<file path="config.mk">
export PLATFORM = sky130hd
export DESIGN_NAME = urlencoded_pair_segmenter
export DESIGN_NICKNAME = d
export VERILOG_FILES = /design/src/ups_pkg.sv /design/src/urlencoded_pair_segmenter.sv /design/src/ups_front.sv /design/src/ups_queue.sv /design/src/ups_back.sv
export VERILOG_INCLUDE_DIRS = /design/src /design/src/src
export SDC_FILE = /design/constraint.sdc
export NUM_CORES = 1
export LEC_CHECK = 0
export BUFFER_PORTS_ARGS = -buffer_cell sky130_fd_sc_hd__buf_2
export CAP_MARGIN = 20
export CORE_MARGIN = 5
export CORE_UTILIZATION = 58
export CTS_CLUSTER_SIZE = 16
export DETAILED_ROUTE_END_ITERATION = 7
export PLACE_DENSITY = 0.85
export SETUP_SLACK_MARGIN = 0.4
export SLEW_MARGIN = 0
export SYNTH_ARGS = -nofsm -noshare
export SYNTH_HDL_FRONTEND = slang
export SYNTH_HIERARCHICAL = 1
export SYNTH_SLANG_ARGS = --single-unit
</file>
<file path="constraint.sdc">
create_clock -name clk -period 4.8 [get_ports clk]
set_input_delay 0.24 -clock clk [delete_from_list [all_inputs] [get_ports clk]]
set_output_delay 0.24 -clock clk [all_outputs]
set_load 0.01 [all_outputs]
</file>
<file path="src/urlencoded_pair_segmenter_defines.svh">
// Assertion macros for the urlencoded pair segmenter
`ifndef URLENCODED_PAIR_SEGMENTER_DEFINES_SVH
`define URLENCODED_PAIR_SEGMENTER_DEFINES_SVH

// same-cycle implication, sampled on clk, off during reset
`define UPS_ASSERT_NOW(lbl, ante, cons, msg) \
  lbl: assert property (@(posedge clk) disable iff (!rst_n) (ante) |-> (cons)) else $error(msg);

// next-cycle implication, sampled on clk, off during reset
`define UPS_ASSERT_NEXT(lbl, ante, cons, msg) \
  lbl: assert property (@(posedge clk) disable iff (!rst_n) (ante) |=> (cons)) else $error(msg);

`endif

</file>
<file path="src/ups_pkg.sv">
// Shared types and constants for the urlencoded pair segmenter
package ups_pkg;

  localparam logic [7:0] CH_EQ  = 8'h3D;
  localparam logic [7:0] CH_AMP = 8'h26;

  localparam logic [1:0] KIND_NONE  = 2'd0;
  localparam logic [1:0] KIND_NAME  = 2'd1;
  localparam logic [1:0] KIND_VALUE = 2'd2;

  localparam logic [2:0] ERR_NONE      = 3'd0;
  localparam logic [2:0] ERR_NAME_LONG = 3'd1;
  localparam logic [2:0] ERR_VAL_LONG  = 3'd2;
  localparam logic [2:0] ERR_TRAILING  = 3'd3;
  localparam logic [2:0] ERR_STUCK     = 3'd4;

  localparam logic REG_MAX_TOKEN_LEN = 1'b0;
  localparam logic REG_BUFFERED_MODE = 1'b1;

  typedef enum logic [1:0] {
    CLS_OTHER = 2'd0,
    CLS_EQ    = 2'd1,
    CLS_AMP   = 2'd2,
    CLS_EOB   = 2'd3
  } cls_t;

  typedef struct packed {
    cls_t       cls;
    logic [7:0] data;
  } item_t;

  typedef struct packed {
    logic full;
    logic valid;
  } qstat_t;

  typedef struct packed {
    logic [7:0]  byte_out;
    logic [1:0]  byte_kind;
    logic        tuple_start;
    logic        tuple_done;
    logic        had_value;
    logic [15:0] name_length;
    logic [15:0] value_length;
    logic [2:0]  error_code;
  } res_t;

endpackage

</file>
<file path="src/urlencoded_pair_segmenter.sv">
// Top level of the urlencoded pair segmenter.
// Takes a form body one byte per transaction (in_tuser high marks end of
// body) and returns one result transaction per input: the byte, its kind,
// tuple start/done flags, name and value lengths and an error code. It
// sustains one transaction per cycle while the output is not stalled; an
// input passes through the two-entry classifier queue and then the
// parser's output register before its result appears. Errors are sticky
// until reset. The user must write configuration only while the block is
// idle; the block itself does not enforce this.
`include "urlencoded_pair_segmenter_defines.svh"
module urlencoded_pair_segmenter
  import ups_pkg::*;
#(
  parameter int LEN_BITS = 16
) (
  input  logic        clk,
  input  logic        rst_n,
  input  logic        cfg_we,
  input  logic        cfg_addr,
  input  logic [15:0] cfg_wdata,
  input  logic        in_tvalid,
  output logic        in_tready,
  input  logic [7:0]  in_tdata,   // [7:0] byte_in
  input  logic        in_tuser,   // [0] action
  output logic        out_tvalid,
  input  logic        out_tready,
  // [7:0] byte_out, [8] tuple_start, [9] tuple_done, [10] had_value,
  // [26:11] name_length, [42:27] value_length, [45:43] error_code
  output logic [47:0] out_tdata,
  output logic [1:0]  out_tuser   // [1:0] byte_kind
);

  logic [15:0] max_token_len_r;
  logic        buffered_mode_r;
  qstat_t      q_stat;
  logic        push, pop;
  item_t       push_item, head;
  res_t        res;

  always_ff @(posedge clk) begin
    if (!rst_n) begin
      max_token_len_r <= 16'd4096;
      buffered_mode_r <= 1'b1;
    end else if (cfg_we) begin
      if (cfg_addr == REG_MAX_TOKEN_LEN) begin
        max_token_len_r <= cfg_wdata;
      end
      if (cfg_addr == REG_BUFFERED_MODE) begin
        buffered_mode_r <= cfg_wdata[0];
      end
    end
  end

  ups_front u_front (
    .in_tvalid (in_tvalid),
    .in_tready (in_tready),
    .in_tdata  (in_tdata),
    .in_tuser  (in_tuser),
    .q_stat    (q_stat),
    .push      (push),
    .item      (push_item)
  );

  ups_queue u_queue (
    .clk       (clk),
    .rst_n     (rst_n),
    .push      (push),
    .push_item (push_item),
    .pop       (pop),
    .head      (head),
    .q_stat    (q_stat)
  );

  ups_back #(
    .LEN_BITS (LEN_BITS)
  ) u_back (
    .clk           (clk),
    .rst_n         (rst_n),
    .q_stat        (q_stat),
    .head          (head),
    .pop           (pop),
    .max_token_len (max_token_len_r),
    .buffered_mode (buffered_mode_r),
    .res_valid     (out_tvalid),
    .res_ready     (out_tready),
    .res           (res)
  );

  assign out_tdata = {2'b00, res.error_code, res.value_length, res.name_length,
                      res.had_value, res.tuple_done, res.tuple_start, res.byte_out};
  assign out_tuser = res.byte_kind;

  `UPS_ASSERT_NOW(a_done_no_err, out_tvalid && res.tuple_done, res.error_code == ERR_NONE, "tuple done with error")
  `UPS_ASSERT_NOW(a_start_no_err, out_tvalid && res.tuple_start, res.error_code == ERR_NONE, "tuple start with error")
  `UPS_ASSERT_NOW(a_hv_needs_done, out_tvalid && res.had_value, res.tuple_done, "had_value without tuple_done")
  `UPS_ASSERT_NEXT(a_full_stalls, q_stat.full && !pop, !in_tready, "queue full but input ready")

endmodule

</file>
<file path="src/ups_front.sv">
// Front end: accepts input transactions and classifies each byte
module ups_front
  import ups_pkg::*;
(
  input  logic       in_tvalid,
  output logic       in_tready,
  input  logic [7:0] in_tdata,
  input  logic       in_tuser,
  input  qstat_t     q_stat,
  output logic       push,
  output item_t      item
);

  assign in_tready = !q_stat.full;
  assign push      = in_tvalid && in_tready;

  always_comb begin
    item.data = in_tdata;
    if (in_tuser) begin
      item.cls  = CLS_EOB;
      item.data = 8'd0;
    end else if (in_tdata == CH_EQ) begin
      item.cls = CLS_EQ;
    end else if (in_tdata == CH_AMP) begin
      item.cls = CLS_AMP;
    end else begin
      item.cls = CLS_OTHER;
    end
  end

endmodule

</file>
<file path="src/ups_queue.sv">
// Two-entry queue between the classifier and the parser
module ups_queue
  import ups_pkg::*;
(
  input  logic   clk,
  input  logic   rst_n,
  input  logic   push,
  input  item_t  push_item,
  input  logic   pop,
  output item_t  head,
  output qstat_t q_stat
);

  item_t      mem [2];
  logic       wr_ptr_r, wr_ptr_nxt;
  logic       rd_ptr_r, rd_ptr_nxt;
  logic [1:0] count_r, count_nxt;

  assign head         = mem[rd_ptr_r];
  assign q_stat.full  = (count_r == 2'd2);
  assign q_stat.valid = (count_r != 2'd0);

  always_comb begin
    wr_ptr_nxt = push ? ~wr_ptr_r : wr_ptr_r;
    rd_ptr_nxt = pop ? ~rd_ptr_r : rd_ptr_r;
    count_nxt  = count_r + {1'b0, push} - {1'b0, pop};
  end

  always_ff @(posedge clk) begin
    if (!rst_n) begin
      wr_ptr_r <= 1'b0;
      rd_ptr_r <= 1'b0;
      count_r  <= 2'd0;
    end else begin
      wr_ptr_r <= wr_ptr_nxt;
      rd_ptr_r <= rd_ptr_nxt;
      count_r  <= count_nxt;
    end
  end

  always_ff @(posedge clk) begin
    if (push) begin
      mem[wr_ptr_r] <= push_item;
    end
  end

endmodule

</file>
<file path="src/ups_back.sv">
// Back end: tuple parser state machine and output register
module ups_back
  import ups_pkg::*;
#(
  parameter int LEN_BITS = 16
) (
  input  logic        clk,
  input  logic        rst_n,
  input  qstat_t      q_stat,
  input  item_t       head,
  output logic        pop,
  input  logic [15:0] max_token_len,
  input  logic        buffered_mode,
  output logic        res_valid,
  input  logic        res_ready,
  output res_t        res
);

  localparam int CMP_W = (LEN_BITS > 16) ? LEN_BITS : 16;

  typedef enum logic [2:0] {
    PH_NAME_START  = 3'd0,
    PH_NAME        = 3'd1,
    PH_VALUE_START = 3'd2,
    PH_VALUE       = 3'd3,
    PH_END         = 3'd4,
    PH_ERROR       = 3'd5
  } phase_t;

  phase_t              phase_r, phase_nxt;
  logic                seen_name_r, seen_name_nxt;
  logic                seen_value_r, seen_value_nxt;
  logic [LEN_BITS-1:0] name_cnt_r, name_cnt_nxt;
  logic [LEN_BITS-1:0] value_cnt_r, value_cnt_nxt;
  logic                res_valid_r, res_valid_nxt;
  res_t                res_r, res_nxt;

  logic                eob, is_amp, is_eq, buf_mode;
  logic [CMP_W-1:0]    max_ext, name_ext, value_ext;

  assign pop       = q_stat.valid && (!res_valid_r || res_ready);
  assign res_valid = res_valid_r;
  assign res       = res_r;

  assign eob      = (head.cls == CLS_EOB);
  assign is_amp   = (head.cls == CLS_AMP);
  assign is_eq    = (head.cls == CLS_EQ);
  assign buf_mode = buffered_mode;
  assign max_ext  = CMP_W'(max_token_len);

  always_comb begin
    phase_nxt      = phase_r;
    seen_name_nxt  = seen_name_r;
    seen_value_nxt = seen_value_r;
    name_cnt_nxt   = name_cnt_r;
    value_cnt_nxt  = value_cnt_r;

    res_nxt              = '0;
    res_nxt.byte_out     = head.data;
    res_nxt.byte_kind    = KIND_NONE;
    res_nxt.error_code   = ERR_NONE;

    if (phase_nxt == PH_NAME_START) begin
      res_nxt.tuple_start = 1'b1;
      seen_name_nxt       = 1'b0;
      seen_value_nxt      = 1'b0;
      name_cnt_nxt        = '0;
      value_cnt_nxt       = '0;
      phase_nxt           = PH_NAME;
    end
    if (phase_nxt == PH_VALUE_START) begin
      seen_value_nxt = 1'b1;
      value_cnt_nxt  = '0;
      phase_nxt      = PH_VALUE;
    end

    name_ext  = CMP_W'(name_cnt_nxt);
    value_ext = CMP_W'(value_cnt_nxt);

    case (phase_nxt)
      PH_NAME: begin
        if (eob || is_eq || is_amp) begin
          if (buf_mode && (name_ext > max_ext)) begin
            res_nxt.error_code = ERR_NAME_LONG;
            phase_nxt          = PH_ERROR;
          end else begin
            if ((eob || is_amp) && (!buf_mode || seen_name_nxt)) begin
              res_nxt.tuple_done  = 1'b1;
              res_nxt.name_length = name_ext[15:0];
            end
            if (eob) begin
              phase_nxt = PH_END;
            end else if (is_eq) begin
              phase_nxt = PH_VALUE_START;
            end else begin
              phase_nxt = PH_NAME_START;
            end
          end
        end else begin
          res_nxt.byte_kind = KIND_NAME;
          seen_name_nxt     = 1'b1;
          if (name_cnt_nxt != '1) begin
            name_cnt_nxt = name_cnt_nxt + 1'b1;
          end
        end
      end
      PH_VALUE: begin
        if (eob || is_amp) begin
          if (buf_mode && (value_ext > max_ext)) begin
            res_nxt.error_code = ERR_VAL_LONG;
            phase_nxt          = PH_ERROR;
          end else begin
            if (!buf_mode || seen_name_nxt) begin
              res_nxt.tuple_done   = 1'b1;
              res_nxt.had_value    = seen_value_nxt;
              res_nxt.name_length  = name_ext[15:0];
              res_nxt.value_length = value_ext[15:0];
            end
            phase_nxt = eob ? PH_END : PH_NAME_START;
          end
        end else begin
          res_nxt.byte_kind = KIND_VALUE;
          if (value_cnt_nxt != '1) begin
            value_cnt_nxt = value_cnt_nxt + 1'b1;
          end
        end
      end
      PH_END: begin
        if (!eob) begin
          res_nxt.error_code = ERR_TRAILING;
          phase_nxt          = PH_ERROR;
        end
      end
      default: begin
        res_nxt.error_code = ERR_STUCK;
        phase_nxt          = PH_ERROR;
      end
    endcase

    res_valid_nxt = pop || (res_valid_r && !res_ready);
  end

  always_ff @(posedge clk) begin
    if (!rst_n) begin
      phase_r      <= PH_NAME_START;
      seen_name_r  <= 1'b0;
      seen_value_r <= 1'b0;
      name_cnt_r   <= '0;
      value_cnt_r  <= '0;
      res_valid_r  <= 1'b0;
    end else begin
      res_valid_r <= res_valid_nxt;
      if (pop) begin
        phase_r      <= phase_nxt;
        seen_name_r  <= seen_name_nxt;
        seen_value_r <= seen_value_nxt;
        name_cnt_r   <= name_cnt_nxt;
        value_cnt_r  <= value_cnt_nxt;
      end
    end
  end

  always_ff @(posedge clk) begin
    if (pop) begin
      res_r <= res_nxt;
    end
  end

endmodule

</file>
==> impl_results.md <==
- Hold slack final: 0.0767 ns
- Slew HR: 0.359
- Mapped Area: 0.00657 mm²
- CP top delay family: simple AND/OR/NAND/NOR gates
- Slew @ Worst Pin: ~0.96 ns
- Seq cells post-synth: 128
- TNS Setup: 0 ns
- Cell variety after synth: 69
- Placer Congestion: 0.988
- Min-delay worst type: in2reg
- Core Util, Final: 0.691
- CTS tree: built
- Post-synth EDFFs: 68
- Leak Pwr: 3.07 nW
- RSZ-0062 raised after global routing: false
- CTS Sinks: 128
- Bufs and invs on worst path: 0
- DRC: 0
- Setup bufs post-CTS: 0
- Per-cell routed wire length: 17.5 µm
- Clk_lat worst skew: roughly 0.41 ns
- Worst reg-to-reg path cell count: 9
- Slowest CP cell: or3_1
- Sequential share of the synthesized area: 0.494
- Post-Route WL: 15500 µm
- Syn Area/Cell: 9.99 µm²
- CTS Buf Count: 17
- Vias: approximately 5300
- Max_cap viols: 0
- Dpl ws: between 1 and 1.5 ns
- FMAX: roughly 0.27 GHz
- Hold Crit Depth: 3
- Clk_skew: 0.00883 ns
- Power density cells: 488 mW/mm²
- Fin. Hold Viols: 0
- Asr flop ratio synth: 0
- Arr. time, crit path: 3.79 ns
- Flop pwr share: 0.421
- N_diodes: 0
- CP startpoint kind: flop
- Number of routed nets with antenna violations: 0
- Sw Pwr: 1.21 mW
- Power share of the clock group: 0.341
- Max Buffers Root-to-Sink: 2
- Cells along the critical path: or3_1 -> and2_1 -> ha_1 -> nand4_1 -> nor3_1 -> a21boi_0 -> o311a_1 -> a2bb2oi_2 -> nor2b_1
- Reg clk slew, reported paths: 0.06 ns
- Mapped Cells: between 600 and 700
- Largest net degree at the start of global routing: 53
- GR Util All Layers: 0.238
- Initial antenna violation count: 0
- Hpwl dp: ~11000 µm
- Resize count post-CTS: 0
- Most frequent cells in the layout: nand2_1 (99), buf_2 (80), edfxtp_1 (68), dfxtp_1 (60), nor2_1 (53)
- Tot Pwr: 3.70 mW
- Crit. End Element: flop
- Pint: between 2 and 2.5 mW
- Final worst slack: 1.14 ns
- DIE AREA: ~0.014 mm²
- Slew Limit Fails: 0
- Combinational Power Share: 0.239
- Initial Util: 0.598
- Global-route wire length before repair: 25200 µm
- Boundary Pins: 83
- DRT iter0 DRCs: 448
- Switch share: 0.326
- YS warnings: 6
- Most common cell after layout, fill and taps aside: nand2_1
- Vias in the first global route: between 5000 and 6000
- Post-layout minimum cycle time: 3.66 ns
- H-tree depth: 4
- Share of cells above drive strength 1: 0.179
- Remaining Overflow, GRT: 0
- Maximum fanout along the worst path: 20
- Pre-Repair DR Iteration Count: 7
- Nets: 799
- CP Class: reg2reg
- Top_reg_cell synth: edfxtp_1
- Max incr delay on CP: 0.64 ns
- Critical Path Stages: 9
- I/O Buffers: 80
- Final-report setup violation count: 0
- Status: finished clean
- Die Y: 116 µm
- Crit share post-route: 0.764
- Number of cell rows: 38
- Core area: 0.0110 mm²
- Max VDD drop: 0.000244 V
- Critical Path RT: about 4.9 ns
- Die W: 116 µm
- CTS Hold Bufs: 0
- Root Driver: clkbuf_16
- Synth-to-layout area growth: 15.6%
- Vias/cell: 6.00
==> power groups by stage <==
stage | combinational, mW | sequential [mW] | clock, mW
2_1_floorplan | 0.509 | 1.64 | 0
3_3_place_gp | 0.843 | 1.57 | 0
3_5_place_dp | 0.880 | 1.58 | 0
4_1_cts | 0.887 | 1.56 | 1.28
5_1_grt | 0.970 | 1.58 | 1.33
6_report | 0.885 | 1.56 | 1.26
==> registers in the layout, summed over array words and instances, names as in the netlist, named ones only <==
name and cells:
buffered_mode_r 1, max_token_len_r 16, u_back/name_cnt_r 16, u_back/phase_r 3, u_back/res 48, u_back/res_valid 1, u_back/seen_name_r 1, u_back/seen_value_r 1
u_back/value_cnt_r 16, u_queue/count_r 2, u_queue/mem 20, u_queue/rd_ptr_r 1, u_queue/wr_ptr_r 1
==> cell families (layout without fill, tap and decap cells) <==
kind of cell	after synthesis	in the layout	synth area share
AOI/OAI and AO/OA	96	96	0.0989
adders and majority gates	36	36	0.0686
and+or+nand+nor	282	282	0.221
xor gates and xnor gates	21	21	0.0301
other	1	2	0.000571
muxes	25	25	0.0400
DFF	128	128	0.494
buffers and inverters	68	155	0.0471
==> cell usage after synthesis, types with 8 or more instances <==
master	instances	area, µm²
nor2b_1	24	150
mux2_1	10	113
nand2_1	99	372
inv_1	39	146
and2_1	23	144
clkbuf_1	11	41.3
mux2i_1	15	150
o21ai_0	18	90.1
xor2_1	10	87.6
nand4_1	12	75.1
xnor2_1	10	87.6
nor3_1	9	45.0
nor3b_1	8	60.1
buf_2	9	45.0
ha_1	36	450
a21oi_1	29	145
edfxtp_1	68	2040
nand3_1	17	85.1
nor2_1	53	199
dfxtp_1	60	1200
==> through the flow <==
stage | instance area (µm²) | std cells
finish | 7590 | 885
global placement | 7000 | 853
CTS | 7590 | 885
floorplan | 6570 | 658
global route | 7590 | 885
detailed placement | 7000 | 853
==> worst reg2reg max path, cell delays in order (launching register included) <==
cell and delay [ns]:
dfxtp_1 0.52, or3_1 0.65, and2_1 0.30, ha_1 0.31, nand4_1 0.17, nor3_1 0.26, a21boi_0 0.21, o311a_1 0.25
a2bb2oi_2 0.60, nor2b_1 0.12
==> worst paths after layout <==
| kind | startpoint | endpoint | slack [ns] |
|---|---|---|---|
| min | cfg_wdata[13] | max_token_len_r[13] | 0.08 |
| max | u_back/phase_r[2] | u_back/res[29] | 1.14 |
| min reg2reg | max_token_len_r[13] | max_token_len_r[13] | 0.46 |
| max reg2reg | u_back/phase_r[2] | u_back/res[29] | 1.14 |
==> layout make-up <==
type	instances	area [µm²]
clock inverters	15	156
multi-input cells	462	3020
inverters	41	154
flip-flops and latches	128	3240
repair buffers	82	415
well taps	140	175
fillers	808	3400
clock buffers	17	425
==> per-layer routing <==
metal / vias to the layer above / GRT usage / wire, µm
met5: - / 0 / 0
met4: 0 / 0.102 / 458
met3: 49 / 0.0585 / 1140
li1: 2470 / - / -
met1: 2543 / 0.284 / 6190
met2: 251 / 0.410 / 7720
Power figures use the tool's default switching activity.
